`config.mk`:
```
export PLATFORM = sky130hd
export DESIGN_NAME = countdown_timer_bank_unit
export DESIGN_NICKNAME = d
export VERILOG_FILES = /design/src/sv/ctb_pkg.sv /design/src/sv/countdown_timer_bank_unit.sv
export VERILOG_INCLUDE_DIRS = /design/src /design/src/sv
export SDC_FILE = /design/constraint.sdc
export NUM_CORES = 2
export LEC_CHECK = 0
export BUFFER_PORTS_ARGS = -buffer_cell sky130_fd_sc_hd__clkbuf_2
export CAP_MARGIN = 10
export CORE_MARGIN = 2
export CORE_UTILIZATION = 40
export CTS_CLUSTER_DIAMETER = 80
export DETAILED_ROUTE_END_ITERATION = 6
export PLACE_DENSITY = 0.56
export SETUP_SLACK_MARGIN = 0.02
export SLEW_MARGIN = 20
export SYNTH_ARGS = -nofsm -noshare
export SYNTH_HDL_FRONTEND = slang
export SYNTH_SLANG_ARGS = --single-unit
```
`constraint.sdc`:
```
create_clock -name clock -period 26.8 [get_ports clock]
set_clock_uncertainty 0.2 [all_clocks]
set_input_delay 5.36 -clock clock [delete_from_list [all_inputs] [get_ports clock]]
set_output_delay 5.36 -clock clock [all_outputs]
set_load 0.05 [all_outputs]
```
`src/sv/assert_macros.svh`:
```
// assertion macros used by the timer bank rtl
`ifndef ASSERT_MACROS_SVH
`define ASSERT_MACROS_SVH

// property that must hold at every clock edge outside reset
`define CTB_ASSERT(label, prop, msg) \
   label: assert property (@(posedge clock) disable iff (reset) (prop)) else $error(msg);

// same-cycle implication
`define CTB_ASSERT_IMP(label, ante, cons, msg) \
   label: assert property (@(posedge clock) disable iff (reset) (ante) |-> (cons)) \
      else $error(msg);

// next-cycle implication
`define CTB_ASSERT_NXT(label, ante, cons, msg) \
   label: assert property (@(posedge clock) disable iff (reset) (ante) |=> (cons)) \
      else $error(msg);

`endif

```
`src/sv/ctb_pkg.sv`:
```
// shared constants, request codes and unit scaling for the countdown timer bank
package ctb_pkg;

   localparam int NUM_SLOTS_DEF = 16;

   localparam int DUR_W   = 32;
   localparam int FACT_W  = 22;
   localparam int MUL_W   = DUR_W + FACT_W;
   localparam int SLOT_W  = 4;

   // request codes
   localparam logic [1:0] REQ_CREATE = 2'd0;
   localparam logic [1:0] REQ_QUERY  = 2'd1;
   localparam logic [1:0] REQ_TICK   = 2'd2;

   // unit codes
   localparam logic [1:0] UNIT_MS   = 2'd0;
   localparam logic [1:0] UNIT_SEC  = 2'd1;
   localparam logic [1:0] UNIT_MIN  = 2'd2;
   localparam logic [1:0] UNIT_HOUR = 2'd3;

   localparam logic [FACT_W-1:0] MS_PER_SEC  = FACT_W'(1000);
   localparam logic [FACT_W-1:0] MS_PER_MIN  = FACT_W'(1000 * 60);
   localparam logic [FACT_W-1:0] MS_PER_HOUR = FACT_W'(1000 * 60 * 60);

   function automatic logic [FACT_W-1:0] ms_factor(input logic [1:0] unit);
      logic [FACT_W-1:0] f;
      unique case (unit)
         UNIT_MS:   f = FACT_W'(1);
         UNIT_SEC:  f = MS_PER_SEC;
         UNIT_MIN:  f = MS_PER_MIN;
         UNIT_HOUR: f = MS_PER_HOUR;
         default:   f = FACT_W'(1);
      endcase
      return f;
   endfunction

endpackage

```
`src/sv/countdown_timer_bank_unit.sv`:
```
// countdown timer bank: slot store, create/query/tick sequencer and result register
//
// Input channel req_*: one beat is a request. req_type picks create, query or
// tick; code 3 is taken and dropped. Result channel rsp_*: one beat per create
// or query, none for a tick. A create scales req_duration to milliseconds
// (saturating at 32 bits), puts it in the next free slot and returns that slot;
// a full bank gives error with slot 0. A query returns the slot's count and a
// running flag, or error for a slot not yet handed out.
// Create and query go through a second state (S_MUL or S_QRY) and then the
// result register to rsp_valid. A tick sweeps the used slots through one
// shared decrementer fed by a single-port read of the slot memory, one slot
// a cycle, and holds req_ready low until the sweep ends.
// req_ready is high only while the sequencer is idle, so a new request is not
// taken until the previous one has left its last state.
// Reset clears the fill count; slots past it read as zero, so the memory needs
// no clearing pass and req_ready is high from the first cycle after reset.
// A stalled receiver holds the result in the output register; a following
// create or query waits in its last step until that beat is taken.
module countdown_timer_bank_unit #(
   parameter int NUM_SLOTS = ctb_pkg::NUM_SLOTS_DEF
) (
   input  logic                        clock,
   input  logic                        reset,
   input  logic                        req_valid,
   output logic                        req_ready,
   input  logic [1:0]                  req_type,
   input  logic [ctb_pkg::DUR_W-1:0]   req_duration,
   input  logic [1:0]                  req_unit,
   input  logic [ctb_pkg::SLOT_W-1:0]  req_slot_to_query,
   output logic                        rsp_valid,
   input  logic                        rsp_ready,
   output logic [ctb_pkg::SLOT_W-1:0]  rsp_slot_index,
   output logic [ctb_pkg::DUR_W-1:0]   rsp_remaining_ms,
   output logic                        rsp_running,
   output logic                        rsp_error
);

`include "assert_macros.svh"

   localparam int AW   = (NUM_SLOTS > 1) ? $clog2(NUM_SLOTS) : 1;
   localparam int CW   = $clog2(NUM_SLOTS + 1);
   localparam int CMPW = (CW > ctb_pkg::SLOT_W) ? CW : ctb_pkg::SLOT_W;
   localparam int DW   = ctb_pkg::DUR_W;
   localparam int MW   = ctb_pkg::MUL_W;

   localparam logic [1:0] S_IDLE = 2'd0;
   localparam logic [1:0] S_MUL  = 2'd1;
   localparam logic [1:0] S_QRY  = 2'd2;
   localparam logic [1:0] S_TICK = 2'd3;

   logic [1:0]              state_ff, state_in;
   logic [CW-1:0]           used_ff, used_in;
   logic [CW-1:0]           idx_ff, idx_in;
   logic [AW-1:0]           widx_ff, widx_in;
   logic                    rvld_ff, rvld_in;
   logic [MW-1:0]           prod_ff, prod_in;
   logic [ctb_pkg::SLOT_W-1:0] qslot_ff, qslot_in;
   logic [AW-1:0]           qaddr_ff, qaddr_in;
   logic                    qerr_ff, qerr_in;
   logic [DW-1:0]           rdata_ff;

   logic                    rsp_valid_ff, rsp_valid_in;
   logic [ctb_pkg::SLOT_W-1:0] rsp_slot_ff, rsp_slot_in;
   logic [DW-1:0]           rsp_rem_ff, rsp_rem_in;
   logic                    rsp_err_ff, rsp_err_in;

   logic [DW-1:0]           mem [NUM_SLOTS];
   logic                    we;
   logic [AW-1:0]           waddr;
   logic [DW-1:0]           wdata;
   logic [AW-1:0]           raddr;

   logic                    req_fire;
   logic                    out_free;
   logic                    full;
   logic [CMPW-1:0]         q_ext;
   logic [CMPW-1:0]         used_ext;
   logic                    rd_go;
   logic [DW-1:0]           ms_sat;

   assign req_ready = (state_ff == S_IDLE);
   assign req_fire  = req_valid && req_ready;
   assign out_free  = !rsp_valid_ff || rsp_ready;
   assign full      = (used_ff == CW'(NUM_SLOTS));
   assign q_ext     = CMPW'(req_slot_to_query);
   assign used_ext  = CMPW'(used_ff);
   assign rd_go     = (idx_ff < used_ff);
   // saturate the scaled duration at 32 bits
   assign ms_sat    = (prod_ff[MW-1:DW] != '0) ? '1 : prod_ff[DW-1:0];

   always_comb begin
      priority case (state_ff)
         S_IDLE:  raddr = q_ext[AW-1:0];
         S_TICK:  raddr = idx_ff[AW-1:0];
         default: raddr = qaddr_ff;
      endcase
   end

   always_comb begin
      state_in     = state_ff;
      used_in      = used_ff;
      idx_in       = idx_ff;
      widx_in      = widx_ff;
      rvld_in      = 1'b0;
      prod_in      = prod_ff;
      qslot_in     = qslot_ff;
      qaddr_in     = qaddr_ff;
      qerr_in      = qerr_ff;
      rsp_valid_in = rsp_valid_ff && !rsp_ready;
      rsp_slot_in  = rsp_slot_ff;
      rsp_rem_in   = rsp_rem_ff;
      rsp_err_in   = rsp_err_ff;
      we           = 1'b0;
      waddr        = used_ff[AW-1:0];
      wdata        = ms_sat;

      unique case (state_ff)
         S_IDLE: begin
            if (req_fire) begin
               priority case (req_type)
                  ctb_pkg::REQ_CREATE: begin
                     prod_in = req_duration * ctb_pkg::ms_factor(req_unit);
                     if (full) begin
                        qslot_in = '0;
                        qerr_in  = 1'b1;
                        state_in = S_QRY;
                     end else begin
                        state_in = S_MUL;
                     end
                  end
                  ctb_pkg::REQ_QUERY: begin
                     qslot_in = req_slot_to_query;
                     qaddr_in = q_ext[AW-1:0];
                     qerr_in  = (q_ext >= used_ext);
                     state_in = S_QRY;
                  end
                  ctb_pkg::REQ_TICK: begin
                     idx_in   = '0;
                     state_in = S_TICK;
                  end
                  default: begin
                     state_in = S_IDLE;
                  end
               endcase
            end
         end
         S_MUL: begin
            if (out_free) begin
               we           = 1'b1;
               rsp_valid_in = 1'b1;
               rsp_slot_in  = used_ext[ctb_pkg::SLOT_W-1:0];
               rsp_rem_in   = ms_sat;
               rsp_err_in   = 1'b0;
               used_in      = CW'(used_ff + 1'b1);
               state_in     = S_IDLE;
            end
         end
         S_QRY: begin
            if (out_free) begin
               rsp_valid_in = 1'b1;
               rsp_slot_in  = qslot_ff;
               rsp_rem_in   = qerr_ff ? '0 : rdata_ff;
               rsp_err_in   = qerr_ff;
               state_in     = S_IDLE;
            end
         end
         S_TICK: begin
            // read slot idx while writing back, decremented unless zero, the slot read in the previous cycle
            if (rd_go) begin
               rvld_in = 1'b1;
               widx_in = idx_ff[AW-1:0];
               idx_in  = CW'(idx_ff + 1'b1);
            end
            if (rvld_ff) begin
               we    = (rdata_ff != '0);
               waddr = widx_ff;
               wdata = rdata_ff - 1'b1;
            end
            if (!rd_go && !rvld_ff) begin
               state_in = S_IDLE;
            end
         end
         default: begin
            state_in = S_IDLE;
         end
      endcase
   end

   always_ff @(posedge clock) begin
      if (we) begin
         mem[waddr] <= wdata;
      end
      rdata_ff <= mem[raddr];
   end

   always_ff @(posedge clock) begin
      if (reset) begin
         state_ff     <= S_IDLE;
         used_ff      <= '0;
         rvld_ff      <= 1'b0;
         rsp_valid_ff <= 1'b0;
      end else begin
         state_ff     <= state_in;
         used_ff      <= used_in;
         rvld_ff      <= rvld_in;
         rsp_valid_ff <= rsp_valid_in;
      end
   end

   always_ff @(posedge clock) begin
      idx_ff      <= idx_in;
      widx_ff     <= widx_in;
      prod_ff     <= prod_in;
      qslot_ff    <= qslot_in;
      qaddr_ff    <= qaddr_in;
      qerr_ff     <= qerr_in;
      rsp_slot_ff <= rsp_slot_in;
      rsp_rem_ff  <= rsp_rem_in;
      rsp_err_ff  <= rsp_err_in;
   end

   assign rsp_valid        = rsp_valid_ff;
   assign rsp_slot_index   = rsp_slot_ff;
   assign rsp_remaining_ms = rsp_rem_ff;
   assign rsp_running      = (rsp_rem_ff != '0);
   assign rsp_error        = rsp_err_ff;

   `CTB_ASSERT(a_used_bound, used_ff <= CW'(NUM_SLOTS), "fill count beyond bank size")
   `CTB_ASSERT_NXT(a_create_fills, (state_ff == S_MUL) && out_free,
      used_ff == CW'($past(used_ff) + 1'b1), "create did not advance fill count")
   `CTB_ASSERT_IMP(a_sweep_in_range, (state_ff == S_TICK) && rvld_ff,
      CW'(widx_ff) < used_ff, "tick sweep wrote past used slots")
   `CTB_ASSERT_IMP(a_write_states, we,
      (state_ff == S_TICK) || (state_ff == S_MUL), "slot write outside create or tick")

endmodule
```
Word-level counts from Yosys, hierarchy flattened
Memory sizes are Yosys's and may differ from the RTL's. A register that Yosys moved wholly into a read port is not among the register bits. Index checks and enable logic that the tools add are counted.

Flip-flop bits (word level): 118. Latch bits: 0. Bits in writable memories: 512. Memory bits (read-only): 0. Input port bits: 44. Output and inout port bits: 40. Logic and storage cells: 107. Memories kept: 1.

Memories: mem (words 16, bits a word 32, rd ports 1, clocked after Yosys merged registers in 1, wr ports 1, RTL line countdown_timer_bank_unit.sv:67) `logic [DW-1:0] mem [NUM_SLOTS];`.

Add/subtract/negate cells: 3. Multiply operators: 1. Div/mod/pow operators: 0. $lt $le $gt $ge: 2. Equality and inequality tests: 17. Shifts and indexed selects: 0. Mux-type cells: 42. Bitwise operators: 1. Reduce and logical (&&, ||, !) cells: 27.

Operators by type and width (count): 32-bit two-way mux (6); 22-bit case mux with 4 select lines (1); 22-bit two-way mux (3); 32-bit case mux with 2 select lines (1); 32-bit nonzero test (2); 32-bit by 22-bit multiplier with 54-bit output (1); 32-bit by 1-bit subtractor with 32-bit output (second input constant) (1); 4-bit case mux with 2 select lines (3); 22-bit nonzero test (1); 4-bit two-way mux (5); 5-bit two-way mux (3); 2-bit case mux with 3 select lines (2); 3-bit AND reduction (4); 5-bit by 1-bit adder with 5-bit output (second input constant) (2); 2-bit == test (second input constant) (5); 1-bit two-way mux (10); 2-bit inequality test (second input constant) (5); 5-bit case mux with 2 select lines (1); 2-bit two-way mux (4); 4-bit AND reduction (2); 2-bit by 1-bit == test with 1-bit output (second input constant) (3); 2-bit zero test (3); 2-bit by 1-bit inequality test with 1-bit output (second input constant) (3); 1-bit case mux with 2 select lines (3); 10 further kinds (19).

Depth between registers and ports, before layout
Word-level depth: 6. Mapped depth: 32. Depth with buffers taken out: 28.

Worst setup path before layout
OpenSTA, ideal clock, no wires.

Kind: in2reg. Start point: input req_unit[1]. End point: register prod_ff[53] (data pin). Library setup time: 260 ps. Arrival: 12309 ps. Data required time: 26340 ps. Setup slack: 14031 ps. Stages on the path: 26. Buffers on the path: 4. Path through: clkbuf_1 -> clkbuf_1 -> inv_1 -> ha_1 -> nor2_1 -> clkbuf_1 -> nand2_1 -> fa_1 -> fa_1 -> inv_1 -> fa_1 -> fa_1 -> fa_1 -> fa_1 -> inv_1 -> fa_1 -> inv_1 -> ha_1 -> clkbuf_1 -> nand2_1 -> or3_1 -> a211oi_1 -> o21ai_0 -> a41o_1 -> o211a_1 -> xnor2_1.

Cells in the longest elaborated chain, start to end: 6. Elaborated cells between the ends (all ways): 9. Those cells by class: mul: 1; eq/ne: 3; mux: 4; reduce/logical: 1.

RTL lines: start, declared (RTL line countdown_timer_bank_unit.sv:28) `input logic [1:0] req_unit,`; 2-bit == test (tied with other cells) (RTL line ctb_pkg.sv:28) `unique case (unit)`; 22-bit case mux with 4 select lines (*) (RTL line ctb_pkg.sv:28); 22-bit two-way mux (*) (RTL line countdown_timer_bank_unit.sv:120) `priority case (req_type)`; 22-bit two-way mux (*) (RTL line countdown_timer_bank_unit.sv:119) `if (req_fire) begin`; 22-bit two-way mux (*) (RTL line countdown_timer_bank_unit.sv:117) `unique case (state_ff)`; 32-bit by 22-bit multiplier with 54-bit output (*) (RTL line countdown_timer_bank_unit.sv:122) `prod_in = req_duration * ctb_pkg::ms_factor(req_unit);`; end signal, assigned (RTL line countdown_timer_bank_unit.sv:213) `prod_ff <= prod_in;`; end, declared (RTL line countdown_timer_bank_unit.sv:56) `logic [MW-1:0] prod_ff, prod_in;`.

Mark *: on every way between the ends. The rest lies on a longest branch, timed or not. The select of a mux whose other input is x is not followed. A chain may end at the register's enable or synchronous reset.

Worst setup path after layout
Start point: input req_unit[1]. End point: register prod_ff[52] (data pin).

Same word-level chain as after synthesis.

==> summary.txt <==
Yosys
  – Post-synthesis net count: 4,067
  – Avg Cell Area, Syn: 13.1 um2
  – Post-synth top flop: edfxtp_1
  – Main area contributors after synthesis: edfxtp_1 (43%), fa_1 (19%), ha_1 (8.5%)
  – Post-synthesis register bit count: 662
  – Synth area leader: edfxtp_1
  – Cells after Synth: 3,323
  – Synth warn: 0
  – Post-synthesis sequential area ratio: 44.8%
  – Cell area after synthesis: 0.0435 mm2
  – Share of flip-flops with an asynchronous set or reset: 0%
  – Post-synth EDFFs: 621
  – Synth unique cells: 60
  – Yosys top cell area share: 42.9%

Global routing
  – GR Util met1: 27.2%
  – Met3 usage in global routing: 2.46%
  – Global route hottest layer: met2
  – Via count of the first global-routing pass: 26,100
  – Met2 GRT Util: 31.1%
  – Largest net degree at the start of global routing: 129
  – First-pass GRT wire length: 160,000 um
  – Initial antenna violation count: 1
  – Global route overflow: 0
  – Gr usage total: 19.0%

Routing
  – DR vias: 24,800
  – Via density: 5.12
  – Routed Antenna Nets: 0
  – DRT iter0 DRCs: 1,627
  – DR WL/cell: 21.7 um
  – First-pass iteration count of the detailed router: 6
  – Routed WL: 105,000 um
  – Residual DRC: 0

Critical path
  – Worst path buffer plus inverter count: 6
  – Maximum fanout along the worst path: 41
  – Most common cell on crit path: fa_1
  – Worst Path Required: 27.09 ns
  – Critical path arrival: 13.48 ns
  – Crit Path Category: in -> reg
  – Slowest CP cell: or4b_2
  – Worst path max stage delay: 0.68 ns
  – Startpoint Class: primary input
  – Setup crit end kind: flop
  – CP delay by family, top: adder cells

Layout
  – Layout area overhead: 9.67%
  – Commonest cells after routing, fill and taps aside: edfxtp_1 (621), inv_1 (611), fa_1 (406)
  – Post-route cell area: 0.0477 mm2
  – # nets final: 4,137
  – Fraction of layout instances using a drive strength above 1: 11.6%
  – Diodes inserted: 0
  – Most common cell after layout, fill and taps aside: edfxtp_1

CTS
  – Clock transition at path regs: 0.07 ns
  – Clk sinks: 662
  – TritonCTS clock tree: built
  – H-tree levels: 2
  – CTS Buf Count: 61
  – Post-cts resize count: 0
  – Hold_buf cts: 0
  – CTS Buffer Depth: 3
  – Clock latency on the worst-skew pair: 0.64 ns
  – Post-CTS Setup Inserts: 0
  – Clock root buffer: clkbuf_16

Pwr
  – Worst VDD drop: 0.113 mV
  – Power per cell area: 110 mW/mm2
  – Leak Pwr: 17.3 nW

Die
  – Initial core utilization: 40.4%
  – Full die area: 0.111 mm2
  – Io pins: 84
  – Rows: 120
  – Core outline area: 0.108 mm2
  – Die height: 334 um
  – Die X: 334 um

Job
  – Max Cap Viol: 0

STA
  – Final setup TNS: 0 ns
  – RSZ-0062 raised after global routing: false
  – Final hold viol count: 0
  – FMAX: 0.0758 GHz
  – Tmin final: 13.19 ns
  – Pins Over Slew Limit: 0
  – Worst slew margin: 29.5%
  – Tcrit/Tclk final: 49.2%
  – PnR worst setup slack: 13.61 ns
  – Slew @ Worst Pin: 1.06 ns
  – Final setup viols: 0

Placed design
  – Routability Congestion: 0.874
  – DP Area: 0.0457 mm2
  – DP HPWL: 76,000 um
  – Number of buffers added on ports: 83
  – Dpl ws: 12.97 ns

Min path
  – Hold Crit Class: reg -> reg

Run status
  – Outcome: finished, final reports clean
-- cell families after synthesis --
group | Yosys count | synth area share, %
fa+ha+maj | 700 | 27.2
xor+xnor | 88 | 1.77
simple gates | 637 | 7.74
flops | 662 | 44.8
mux | 161 | 7.39
compound gates | 351 | 4.89
buf+inv | 724 | 6.29
-- report_power, final --
part           switching [W]  internal (W)
Combinational        0.00186       0.00121
Sequential         0.0000404       0.00130
Clock               0.000374      0.000462
Total                0.00227       0.00296
-- flip-flops by register name, indices dropped and copies added, names as in the netlist, 4 cells and up --
| name | count |
|---|---|
| idx_ff | 5 |
| mem | 512 |
| prod_ff | 54 |
| qaddr_ff | 4 |
| qslot_ff | 4 |
| rdata_ff | 32 |
| rsp_remaining_ms | 32 |
| rsp_slot_index | 4 |
| used_ext | 5 |
| widx_ff | 4 |
-- metal layers --
| layer | share of wire (%) | up-vias |
|---|---|---|
| li1 | - | 11500 |
| met1 | 46 | 12700 |
| met2 | 47 | 590 |
| met3 | 5.5 | 119 |
| met4 | 1.9 | 0 |
| met5 | 0 | - |
-- final timing paths --
check                      startpoint                       end  slack [ns]  depth (start not counted)
min          state_ff[1]$_SDFFE_PP0P_  state_ff[1]$_SDFFE_PP0P_        0.30                          2
max reg2reg  state_ff[1]$_SDFFE_PP0P_      rdata_ff[27]$_DFF_P_       21.46                         11
max                       req_unit[1]     prod_ff[52]$_DFFE_PP_       13.61                         26
min reg2reg  state_ff[1]$_SDFFE_PP0P_  state_ff[1]$_SDFFE_PP0P_        0.30                          2
-- synthesized netlist by cell type (all sizes together) (45+ instances only) --
master / number
a21oi: 133
inv: 611
xor2: 45
nor2b: 61
ha: 294
clkbuf: 87
nand2: 136
o21ai: 81
nor2: 118
mux4: 128
fa: 406
and2: 170
edfxtp: 621
-- cell type report --
type	instances	area, um2
clock buffers	78	1640
clock inverters	37	274
fillers	9799	59800
inverters	611	2290
multi-input cells	1937	21600
flip-flops and latches	662	19500
well taps	1403	1760
repair buffers	120	701
-- per-stage QoR --
stage	hold WS [ns]	util, %	cells	total power (W)
after CTS	0.305	44.3	4846	0.00526
after floorplan	0.269	-	3323	0.00369
final	0.304	44.4	4848	0.00524
after global routing	0.345	44.4	4848	0.00575
after detailed placement	0.296	42.5	4731	0.00441
after global placement	0.296	42.5	4731	0.00443
-- worst reg2reg max path, stage by stage (launching register included) --
cell and delay, ns:
dfxtp_1 0.38, inv_1 0.08, ha_1 0.67, nor2_1 0.17, a21oi_4 0.14, buf_4 0.69, buf_4 0.88, buf_4 0.87
mux4_2 0.62, nor2b_1 0.14, a211oi_1 0.29, a21oi_1 0.07
No activity file was read; power rests on OpenSTA's default activity.
